`src/rtl/sllm_pkg.sv`:
```
// slot linked list manager: sizes, codes and slot helpers
// used by the top level and the checker, no dependencies
`default_nettype none

package sllm_pkg;

   localparam int MAX_SLOTS  = 64;
   localparam int VALUE_BITS = 32;

   localparam int ADDR_BITS  = $clog2(MAX_SLOTS);
   // one extra bit so the all-ones none marker never names a real slot
   localparam int LINK_BITS  = ADDR_BITS + 1;
   localparam int CAP_BITS   = 7;
   localparam int CNT_BITS   = $clog2(MAX_SLOTS + 1);
   localparam int SCAN_BITS  = (CNT_BITS > CAP_BITS) ? CNT_BITS : CAP_BITS;

   localparam int OP_BITS     = 2;
   localparam int STATUS_BITS = 2;

   localparam int NEXT_LSB      = VALUE_BITS;
   localparam int POS_LSB       = VALUE_BITS + LINK_BITS;
   localparam int RSP_USED_BITS = VALUE_BITS + LINK_BITS + ADDR_BITS;
   localparam int RSP_DATA_BITS = ((RSP_USED_BITS + 7) / 8) * 8;
   localparam int REQ_DATA_BITS = ((VALUE_BITS + 7) / 8) * 8;

   localparam logic [LINK_BITS-1:0] NONE_SLOT = '1;

   localparam logic [OP_BITS-1:0] OP_INSERT = 2'd0;
   localparam logic [OP_BITS-1:0] OP_REMOVE = 2'd1;
   localparam logic [OP_BITS-1:0] OP_QUERY  = 2'd2;
   localparam logic [OP_BITS-1:0] OP_NOP    = 2'd3;

   localparam logic [STATUS_BITS-1:0] ST_OK        = 2'd0;
   localparam logic [STATUS_BITS-1:0] ST_FULL      = 2'd1;
   localparam logic [STATUS_BITS-1:0] ST_NOT_FOUND = 2'd2;
   localparam logic [STATUS_BITS-1:0] ST_EMPTY     = 2'd3;

   typedef logic [VALUE_BITS-1:0] value_type;
   typedef logic [LINK_BITS-1:0]  link_type;
   typedef logic [ADDR_BITS-1:0]  addr_type;

   function automatic logic slot_ok(input link_type s);
      slot_ok = (s < LINK_BITS'(MAX_SLOTS));
   endfunction

endpackage

`default_nettype wire

```
`src/rtl/sllm_ram.sv`:
```
// generic simple dual-port ram: one write and one registered read per cycle
// no dependencies
`default_nettype none

module sllm_ram #(
   parameter int WIDTH = 32,
   parameter int DEPTH = 64
) (
   input  wire logic                     clock,
   input  wire logic                     wr_en,
   input  wire logic [$clog2(DEPTH)-1:0] wr_addr,
   input  wire logic [WIDTH-1:0]         wr_data,
   input  wire logic                     rd_en,
   input  wire logic [$clog2(DEPTH)-1:0] rd_addr,
   output logic      [WIDTH-1:0]         rd_data
);

   logic [WIDTH-1:0] mem [DEPTH];

   always_ff @(posedge clock) begin
      if (wr_en) begin
         mem[wr_addr] <= wr_data;
      end
   end

   always_ff @(posedge clock) begin
      if (rd_en) begin
         rd_data <= mem[rd_addr];
      end
   end

endmodule

`default_nettype wire

```
`src/rtl/slot_linked_list_manager.sv`:
```
// slot linked list manager top level: control sequencer, slot flags, head and tail
// depends on sllm_pkg and sllm_ram
//
// req channel: tuser carries the operation (insert, remove, middle query, nop), tdata the
// value. one request is taken at a time; req_tready is high only while idle.
// rsp channel: exactly one result per request, tuser carries the status, tdata the
// query value, next link and slot position (zero unless a query succeeds). the
// result sits in an output register, so a new request is taken while an earlier
// result still waits on a stalled receiver; a second finished result holds in the
// sequencer, which stalls the request side until the output register frees.
// csr channel: capacity write, always ready. the user makes a capacity write only while
// the block is idle; the block itself does not enforce this. capacity saturates at 64.
// query scans the run of occupied slots from slot 0, then reads its middle slot;
// insert scans for the first free slot, writes it, then links it after a nonempty tail,
// or reports full when the scan reaches the capacity;
// remove walks from the head, one ram read per element visited (at most 64 elements).
// the sequencer takes the next request in the cycle after the result is loaded.
// reset: empty list, capacity 64, no result pending. values and links live in
// two rams that need no clearing since only occupied slots are ever read.
`default_nettype none

module slot_linked_list_manager (
   input  wire logic                                 clock,
   input  wire logic                                 reset,
   input  wire logic                                 req_tvalid,
   output logic                                      req_tready,
   input  wire logic [sllm_pkg::REQ_DATA_BITS-1:0]   req_tdata,  // value
   input  wire logic [sllm_pkg::OP_BITS-1:0]         req_tuser,  // operation
   output logic                                      rsp_tvalid,
   input  wire logic                                 rsp_tready,
   output logic      [sllm_pkg::RSP_DATA_BITS-1:0]   rsp_tdata,  // found_value, found_next,
                                                                 // position, zero pad
   output logic      [sllm_pkg::STATUS_BITS-1:0]     rsp_tuser,  // status
   input  wire logic                                 csr_valid,
   output logic                                      csr_ready,
   input  wire logic [sllm_pkg::CAP_BITS-1:0]        csr_wdata   // capacity_in_use
);

   import sllm_pkg::*;

   localparam logic [2:0] S_IDLE  = 3'd0;
   localparam logic [2:0] S_SCAN  = 3'd1;
   localparam logic [2:0] S_INS   = 3'd2;
   localparam logic [2:0] S_LINK  = 3'd3;
   localparam logic [2:0] S_QRD   = 3'd4;
   localparam logic [2:0] S_QDATA = 3'd5;
   localparam logic [2:0] S_WALK  = 3'd6;
   localparam logic [2:0] S_FIN   = 3'd7;

   logic [2:0]             state_ff, state_in;
   logic [OP_BITS-1:0]     op_ff, op_in;
   value_type              value_ff, value_in;
   logic [CAP_BITS-1:0]    cap_ff, cap_in;
   logic [MAX_SLOTS-1:0]   used_ff, used_in;
   link_type               head_ff, head_in;
   link_type               tail_ff, tail_in;
   logic [SCAN_BITS-1:0]   scan_ff, scan_in;
   addr_type               slot_ff, slot_in;
   link_type               prev_ff, prev_in;
   addr_type               steps_ff, steps_in;
   logic [STATUS_BITS-1:0] res_status_ff, res_status_in;
   value_type              res_value_ff, res_value_in;
   link_type               res_next_ff, res_next_in;
   addr_type               res_pos_ff, res_pos_in;
   logic                   rsp_valid_ff, rsp_valid_in;
   logic [STATUS_BITS-1:0] rsp_status_ff, rsp_status_in;
   value_type              rsp_value_ff, rsp_value_in;
   link_type               rsp_next_ff, rsp_next_in;
   addr_type               rsp_pos_ff, rsp_pos_in;

   logic [SCAN_BITS-1:0]   cap_eff;
   logic                   scan_done;
   logic                   req_xfer;
   logic                   fin_load;

   logic                   val_wr_en;
   logic                   link_wr_en;
   addr_type               link_wr_addr;
   link_type               link_wr_data;
   logic                   rd_en;
   addr_type               rd_addr;
   value_type              val_rd;
   link_type               link_rd;

   sllm_ram #(.WIDTH(VALUE_BITS), .DEPTH(MAX_SLOTS)) u_value_ram (
      .clock   (clock),
      .wr_en   (val_wr_en),
      .wr_addr (slot_ff),
      .wr_data (value_ff),
      .rd_en   (rd_en),
      .rd_addr (rd_addr),
      .rd_data (val_rd)
   );

   sllm_ram #(.WIDTH(LINK_BITS), .DEPTH(MAX_SLOTS)) u_link_ram (
      .clock   (clock),
      .wr_en   (link_wr_en),
      .wr_addr (link_wr_addr),
      .wr_data (link_wr_data),
      .rd_en   (rd_en),
      .rd_addr (rd_addr),
      .rd_data (link_rd)
   );

   // capacity above the table size saturates
   assign cap_eff = (SCAN_BITS'(cap_ff) > SCAN_BITS'(MAX_SLOTS)) ?
                    SCAN_BITS'(MAX_SLOTS) : SCAN_BITS'(cap_ff);

   // stops at the first free slot or at the capacity
   assign scan_done = (scan_ff == cap_eff) || !used_ff[scan_ff[ADDR_BITS-1:0]];

   assign req_tready = (state_ff == S_IDLE);
   assign req_xfer   = req_tvalid && req_tready;
   assign fin_load   = (state_ff == S_FIN) && (!rsp_valid_ff || rsp_tready);
   assign csr_ready  = 1'b1;

   assign rsp_tvalid = rsp_valid_ff;
   assign rsp_tuser  = rsp_status_ff;
   assign rsp_tdata  = RSP_DATA_BITS'({rsp_pos_ff, rsp_next_ff, rsp_value_ff});

   always_comb begin
      state_in      = state_ff;
      op_in         = op_ff;
      value_in      = value_ff;
      cap_in        = cap_ff;
      used_in       = used_ff;
      head_in       = head_ff;
      tail_in       = tail_ff;
      scan_in       = scan_ff;
      slot_in       = slot_ff;
      prev_in       = prev_ff;
      steps_in      = steps_ff;
      res_status_in = res_status_ff;
      res_value_in  = res_value_ff;
      res_next_in   = res_next_ff;
      res_pos_in    = res_pos_ff;
      val_wr_en     = 1'b0;
      link_wr_en    = 1'b0;
      link_wr_addr  = slot_ff;
      link_wr_data  = NONE_SLOT;
      rd_en         = 1'b0;
      rd_addr       = slot_ff;

      if (csr_valid && csr_ready) begin
         cap_in = csr_wdata;
      end

      unique case (state_ff)
         S_IDLE: begin
            res_status_in = ST_OK;
            res_value_in  = '0;
            res_next_in   = '0;
            res_pos_in    = '0;
            if (req_xfer) begin
               op_in    = req_tuser;
               value_in = req_tdata[VALUE_BITS-1:0];
               scan_in  = '0;
               unique case (req_tuser)
                  OP_INSERT, OP_QUERY: state_in = S_SCAN;
                  OP_REMOVE: begin
                     if (slot_ok(head_ff)) begin
                        rd_en    = 1'b1;
                        rd_addr  = head_ff[ADDR_BITS-1:0];
                        slot_in  = head_ff[ADDR_BITS-1:0];
                        prev_in  = NONE_SLOT;
                        steps_in = '0;
                        state_in = S_WALK;
                     end else begin
                        res_status_in = ST_NOT_FOUND;
                        state_in      = S_FIN;
                     end
                  end
                  default: state_in = S_FIN;
               endcase
            end
         end

         S_SCAN: begin
            if (scan_done) begin
               if (op_ff == OP_INSERT) begin
                  if (scan_ff == cap_eff) begin
                     res_status_in = ST_FULL;
                     state_in      = S_FIN;
                  end else begin
                     slot_in  = scan_ff[ADDR_BITS-1:0];
                     state_in = S_INS;
                  end
               end else if (scan_ff == '0) begin
                  res_status_in = ST_EMPTY;
                  state_in      = S_FIN;
               end else begin
                  // one or two occupied slots report slot 0, else count/2
                  slot_in  = (scan_ff <= SCAN_BITS'(2)) ? '0 :
                             ADDR_BITS'(scan_ff >> 1);
                  state_in = S_QRD;
               end
            end else begin
               scan_in = scan_ff + 1'b1;
            end
         end

         S_INS: begin
            val_wr_en           = 1'b1;
            link_wr_en          = 1'b1;
            used_in[slot_ff]    = 1'b1;
            res_status_in       = ST_OK;
            if (!slot_ok(head_ff)) begin
               head_in  = {1'b0, slot_ff};
               tail_in  = {1'b0, slot_ff};
               state_in = S_FIN;
            end else if (slot_ok(tail_ff)) begin
               state_in = S_LINK;
            end else begin
               tail_in  = {1'b0, slot_ff};
               state_in = S_FIN;
            end
         end

         S_LINK: begin
            link_wr_en   = 1'b1;
            link_wr_addr = tail_ff[ADDR_BITS-1:0];
            link_wr_data = {1'b0, slot_ff};
            tail_in      = {1'b0, slot_ff};
            state_in     = S_FIN;
         end

         S_QRD: begin
            rd_en    = 1'b1;
            state_in = S_QDATA;
         end

         S_QDATA: begin
            res_status_in = ST_OK;
            res_value_in  = val_rd;
            res_next_in   = link_rd;
            res_pos_in    = slot_ff;
            state_in      = S_FIN;
         end

         S_WALK: begin
            // ram output holds value and link of the slot in slot_ff
            if (val_rd == value_ff) begin
               used_in[slot_ff] = 1'b0;
               res_status_in    = ST_OK;
               state_in         = S_FIN;
               if (!slot_ok(prev_ff)) begin
                  if (slot_ok(link_rd)) begin
                     head_in = link_rd;
                  end else begin
                     head_in = NONE_SLOT;
                     tail_in = NONE_SLOT;
                  end
               end else begin
                  link_wr_en   = 1'b1;
                  link_wr_addr = prev_ff[ADDR_BITS-1:0];
                  link_wr_data = link_rd;
                  if (tail_ff == {1'b0, slot_ff}) begin
                     tail_in = prev_ff;
                  end
               end
            end else if (slot_ok(link_rd) && (steps_ff != ADDR_BITS'(MAX_SLOTS - 1))) begin
               // follow the link straight from the ram output
               rd_en    = 1'b1;
               rd_addr  = link_rd[ADDR_BITS-1:0];
               prev_in  = {1'b0, slot_ff};
               slot_in  = link_rd[ADDR_BITS-1:0];
               steps_in = steps_ff + 1'b1;
            end else begin
               res_status_in = ST_NOT_FOUND;
               state_in      = S_FIN;
            end
         end

         S_FIN: begin
            if (fin_load) begin
               state_in = S_IDLE;
            end
         end

         default: state_in = S_IDLE;
      endcase
   end

   always_comb begin
      rsp_valid_in  = rsp_valid_ff && !rsp_tready;
      rsp_status_in = rsp_status_ff;
      rsp_value_in  = rsp_value_ff;
      rsp_next_in   = rsp_next_ff;
      rsp_pos_in    = rsp_pos_ff;
      if (fin_load) begin
         rsp_valid_in  = 1'b1;
         rsp_status_in = res_status_ff;
         rsp_value_in  = res_value_ff;
         rsp_next_in   = res_next_ff;
         rsp_pos_in    = res_pos_ff;
      end
   end

   always_ff @(posedge clock) begin
      if (reset) begin
         state_ff     <= S_IDLE;
         cap_ff       <= CAP_BITS'(64);
         used_ff      <= '0;
         head_ff      <= NONE_SLOT;
         tail_ff      <= NONE_SLOT;
         rsp_valid_ff <= 1'b0;
      end else begin
         state_ff     <= state_in;
         cap_ff       <= cap_in;
         used_ff      <= used_in;
         head_ff      <= head_in;
         tail_ff      <= tail_in;
         rsp_valid_ff <= rsp_valid_in;
      end
   end

   always_ff @(posedge clock) begin
      op_ff         <= op_in;
      value_ff      <= value_in;
      scan_ff       <= scan_in;
      slot_ff       <= slot_in;
      prev_ff       <= prev_in;
      steps_ff      <= steps_in;
      res_status_ff <= res_status_in;
      res_value_ff  <= res_value_in;
      res_next_ff   <= res_next_in;
      res_pos_ff    <= res_pos_in;
      rsp_status_ff <= rsp_status_in;
      rsp_value_ff  <= rsp_value_in;
      rsp_next_ff   <= rsp_next_in;
      rsp_pos_ff    <= rsp_pos_in;
   end

endmodule

`default_nettype wire

```
`config.mk`:
```
export PLATFORM = sky130hd
export DESIGN_NAME = slot_linked_list_manager
export DESIGN_NICKNAME = d
export VERILOG_FILES = /design/src/rtl/sllm_pkg.sv /design/src/rtl/sllm_ram.sv /design/src/rtl/slot_linked_list_manager.sv
export SDC_FILE = /design/constraint.sdc
export NUM_CORES = 2
export LEC_CHECK = 0
export BUFFER_PORTS_ARGS = -buffer_cell sky130_fd_sc_hd__buf_2
export CAP_MARGIN = 20
export CORE_ASPECT_RATIO = 0.8
export CORE_UTILIZATION = 40
export DETAILED_ROUTE_END_ITERATION = 8
export GPL_TIMING_DRIVEN = 1
export SLEW_MARGIN = 20
export SYNTH_ARGS = -nofsm -noshare
export SYNTH_HDL_FRONTEND = slang
export SYNTH_SLANG_ARGS = --single-unit
```
`constraint.sdc`:
```
create_clock -name clock -period 7.1 [get_ports clock]
set_input_delay 0.71 -clock clock [delete_from_list [all_inputs] [get_ports clock]]
set_output_delay 0.71 -clock clock [all_outputs]
set_load 0.02 [all_outputs]
```
# After elaboration in Yosys (flattened, before gate mapping)

Memory sizes are Yosys's and may differ from the RTL's. A register that Yosys moved wholly into a read port is not among the register bits.
Index checks and enable logic that the tools add are counted.
W data, S select, Z words.

Bits in registers: 243
Latch bits: 0
Bits in writable memories: 2496
Bits in read-only memories: 0
Input port bits: 46
Output and inout bits: 53
Word-level logic and storage cells: 195
Memories: 2

Memory list:

| name            | depth | width | read ports | clocked after Yosys merged registers in | wr ports | line           | text |
|---|---|---|---|---|---|---|---|
| u_value_ram.mem | 64    | 32    | 1          | 1                                       | 1        | sllm_ram.sv:18 | `logic [WIDTH-1:0] mem [DEPTH];` |
| u_link_ram.mem  | 64    | 7     | 1          | 1                                       | 1        | sllm_ram.sv:18 |  |

Add/sub/neg operators: 2
Multipliers: 0
Div/mod/pow operators: 0
Order comparisons: 9
Equality and inequality tests: 32
Shift-type cells: 0
Mux-type cells: 93
Bitwise logic cells: 3
Reduce and logical (&&, ||, !) cells: 34

Operator list:

| operator             | count |
|---|---|
| $mux W7              | 20 |
| $pmux W64 S2         | 1 |
| $mux W6              | 17 |
| $pmux W7 S2          | 5 |
| $and A64 B64 Y64     | 1 |
| $mux W64             | 1 |
| $not A64 Y64         | 1 |
| $or A64 B64 Y64      | 1 |
| $pmux W32 S2         | 1 |
| $pmux W6 S2          | 4 |
| $eq A32 B32 Y1       | 1 |
| $lt A7 B7 Y1 const B | 4 |
| $mux W3              | 9 |
| $ne A3 B3 Y1 const B | 8 |
| $pmux W3 S7          | 1 |
| $pmux W7 S3          | 1 |
| $mux W2              | 10 |
| $pmux W6 S3          | 1 |
| $mux W1              | 16 |
| $ne A2 B2 Y1 const B | 8 |
| $lt A6 B7 Y1 const B | 2 |
| $eq A3 B3 Y1 const B | 4 |
| $reduce_and A4 Y1    | 3 |
| $reduce_and A5 Y1    | 2 |
| other kinds (32)     | 51 |

# Longest topological paths before layout

Depth in word-level cells: 8
Mapped depth: 17
Mapped depth without buffers: 10

# Cells and area by module

From an unflattened synthesis, not the netlist that was laid out.

Cells, all modules: 5158
Area total of the unflattened synthesis: 107817.2 sq um

Modules (own cells, without submodules):

| module                   | instances | cells each | area each (sq um) | seq. area each (sq um) |
|---|---|---|---|---|
| sllm_ram at u_value_ram  | 1         | 3324       | 78835.6           | 62459.9 |
| sllm_ram at u_link_ram   | 1         | 837        | 17743.3           | 13663.1 |
| slot_linked_list_manager | 1         | 997        | 11238.3           | 6406.1 |

# Least setup slack after synthesis

OpenSTA, ideal clock, no wires.

Path kind: register to register
From: reg value_ff[27]
To: reg u_link_ram.rd_data[0] (read register of u_link_ram.mem) (enable)
Library setup time: 494 ps
Arrival time: 5063 ps
Required time: 6606 ps
Slack: 1542 ps
Cell stages (with the launch flop): 9
Buffers on the path: 2
Clock period less this slack: 5558 ps
Path through: edfxtp_1 > xor2_1 > nor4_1 > and4_1 > buf_4 > nand2_1 > clkbuf_1 > a21oi_1 > o31ai_1

Longest elaborated chain between the ends: 3
Elaborated cells between the ends (all ways): 5

RTL lines:

| item                     | line                            | text |
|---|---|---|
| start: declaration       | slot_linked_list_manager.sv:52  | `value_type value_ff, value_in;` |
| start signal: assignment | slot_linked_list_manager.sv:319 | `value_ff <= value_in;` |
| $eq A32 B32 Y1           | slot_linked_list_manager.sv:242 | `if (val_rd == value_ff) begin` |
| $mux W1                  | slot_linked_list_manager.sv:242 |  |
| $pmux W1 S3              | slot_linked_list_manager.sv:148 | `unique case (state_ff)` |
| via rd_en                | slot_linked_list_manager.sv:80  | `logic rd_en;` |
| end: declaration         | sllm_ram.sv:15                  | `output logic [WIDTH-1:0] rd_data` |

The timed path passes the listed nets, and every way through them passes these cells.
A chain may end at the register's enable or synchronous reset.

# Worst setup path in the final report

From: reg value_ff[9]
To: reg u_value_ram.rd_data[21] (read register of u_value_ram.mem), data pin

Longest elaborated chain between the ends: 3
Elaborated cells between the ends (all ways): 5

RTL lines:

| item                                       | line |
|---|---|
| $eq A32 B32 Y1 (*)                         | slot_linked_list_manager.sv:242 |
| $mux W1 or $mux W6 (tied branches)         | n/a |
| $pmux W1 S3 or $pmux W6 S2 (tied branches) | slot_linked_list_manager.sv:148 |
| end: declaration                           | sllm_ram.sv:15 |

Every way passes the cells marked *; elsewhere a longest branch is shown, timed or not.

==> results.ini <==
[status]
outcome=complete, no violations

[floorplan]
coreArea_mm2=0.266
boundaryPins=99
die_area_mm2=0.271
initial_core_util_pct=40.4
die_h_um=465
die_w_um=581
rows=169

[cts]
post_cts_buffers=0
cts_resized=0
clockBufferDepth=4
cts_max_level=5
cts_tree=done
clk_latency_ps=870
clkSinkCount=2778
cts_buffers=286
root_buffer=clkbuf_16
clkTransAtPathRegs_ps=60

[logic_synthesis]
postSynthAreaPerCell_um2=19.5
async_flop_share_pct=0
seq_area_frac_synth_pct=76.9
synth_area_mm2=0.107
synth_edf_count=2689
ys_ff_latch=2778
synth_flop_cell=edfxtp_1
ys_types=76
ys_warn_count=0
syn_inst=5493

[hold_path]
hold_class=input pin to flop

[global_route]
antenna_found_initial=25
met1_usage_pct=32.2
grtUsageMet3_pct=4.98
grt_max_degree=89
grt_pass1_wl_um=422000
grt_pass1_vias=55200
globalRouteMet2Util_pct=32.4
grt.busiest_layer=met2
track_usage_pct=21.8
overflow=0

[detailed_routing]
vias=56500
drt-pass1-iter-count=6
viasPerCell=5.92
drt-total-wl_um=301000
drt_iter0_markers=7452
drt-wirelength-per-cell_um=31.5
antenna_left=0
drc=0

[place]
place_area_mm2=0.113
io_buffers=94
gp_congestion=0.834
hpwlAfterDp_um=168000
dp_slack_ps=584
dpl.cell_count=9038

[power]
power_mw=51.7
cellPowerDensity_mw_per_mm2=423
leakagePower_nw=39.8
ir_drop_uv=302

[timing]
slew_violations=0
worst_pin_slew_ps=1180
finalSetupTns_ps=0
fin_skew_ps=53.8
fin_crit_sh_pct=92.7
hold_slack_ps=49.1
slew_headroom_pct=20.8
setup_viol=0
rsz0062_at_grt=false
period_needed_ps=6580
layout_setup_ws_ps=519
hold_viol_final=0
fmax_mhz=152

[cells_and_area]
utilization_pct=45.9
area_growth_pct=13.7
final_cell_mix=edfxtp_1, mux2i_1, mux4_2
final_area_mm2=0.122
multi_input_area_mm2=0.0230
layout-drive-gt1-share_pct=20.3
final_common_cell=edfxtp_1
fillers=22100
final_cells=9544
nets=5879
seq_area_mm2=0.0825

[worst_setup_path]
required_ps=7640
setup.worst_path.start_class=flop
arrival_ps=7120
end_kind=flop
crit_type=flop to flop
critPathMaxFanout=65

[run]
cap_violations=0

registers in the layout (all words and copies together), names as in the netlist, 32 cells and up, named ones only:
| signal | flops |
|---|---|
| u_value_ram.mem | 2048 |
| u_link_ram.mem | 448 |
| u_value_ram.rd_data | 32 |
| value_ff | 32 |
| res_value_ff | 32 |
| rsp_value_ff | 32 |
cell type report:
cell class	count	share of cell area (%)
repair buffers	371	2.47
inverters	78	0.240
well taps	3505	3.59
diodes	4	0.00820
multi-input cells	2315	18.8
clock inverters	140	1.10
flip-flops and latches	2778	67.6
clock buffers	353	6.16
per-layer routing:
layer  vias up  share of wire (%)  wire (µm)
li1      23300                  -          -
met1     29800                 43     128000
met2      2925                 44     133000
met3       451                 10      30500
met4        16                2.9       8850
met5         -              0.033         98
synthesized netlist by cell type, types with 11 or more instances:
library cell  count  area [µm²]
a211o_1          50         438
a211oi_1         36         270
a21oi_1         162         811
a221o_1          38         380
a221oi_1         45         394
a22o_1           38         333
a22oi_1          78         586
a311oi_1         36         315
and2_1           48         300
and3_1           13        81.3
buf_1            16        60.1
buf_2            78         390
buf_4            33         248
buf_6            26         293
clkbuf_1        162         608
dfxtp_1          89        1780
edfxtp_1       2689       80700
inv_1            77         289
mux2i_1         504        5040
mux4_2          396        8920
nand2_1         203         762
nand3_1          29         145
nor2_1          140         526
nor3_1           20         100
nor4_1           11        68.8
o21ai_0          93         465
o221ai_1         85         744
o22ai_1         131         820
xor2_1           46         403
worst paths after layout:
path / start / end / slack, ps / depth (start not counted)
min reg2reg: res_pos_ff[4] / rsp_pos_ff[4] / 410 / 0
max reg2reg: value_ff[9] / u_value_ram.rd_data[21] / 520 / 13
max: value_ff[9] / u_value_ram.rd_data[21] / 520 / 13
min: req_tdata[11] / value_ff[11] / 50 / 1
cells by family after synthesis:
group | synth area share (%)
other cells | 0.00699
buf+inv | 1.90
compound gates | 5.51
flops | 76.9
fa+ha+maj | 0.0350
mux | 13.1
simple gates | 2.20
xor+xnor | 0.416
critical path, stage by stage (launching register included):
cell      delay [ps]
edfxtp_1         320
buf_4            530
xor2_1           140
nor4_1           750
nand4_1          760
o211ai_1         510
and3_4           640
buf_12           240
buf_12           250
mux4_2           530
a22o_1           260
a211o_1          280
o22ai_1          820
a311oi_1          80
power breakdown:
part | switching [mW] | internal [mW]
Combinational | 10.7 | 6.26
Clock | 6.19 | 8.28
Sequential | 0.508 | 19.7
Total | 17.4 | 34.3
repair_timing:
item,CTS,global route
hold buffers,7,0
endpoints found under the setup margin,0,0
hold endpoints to repair,7,0
(Power assumes the default switching activity.)
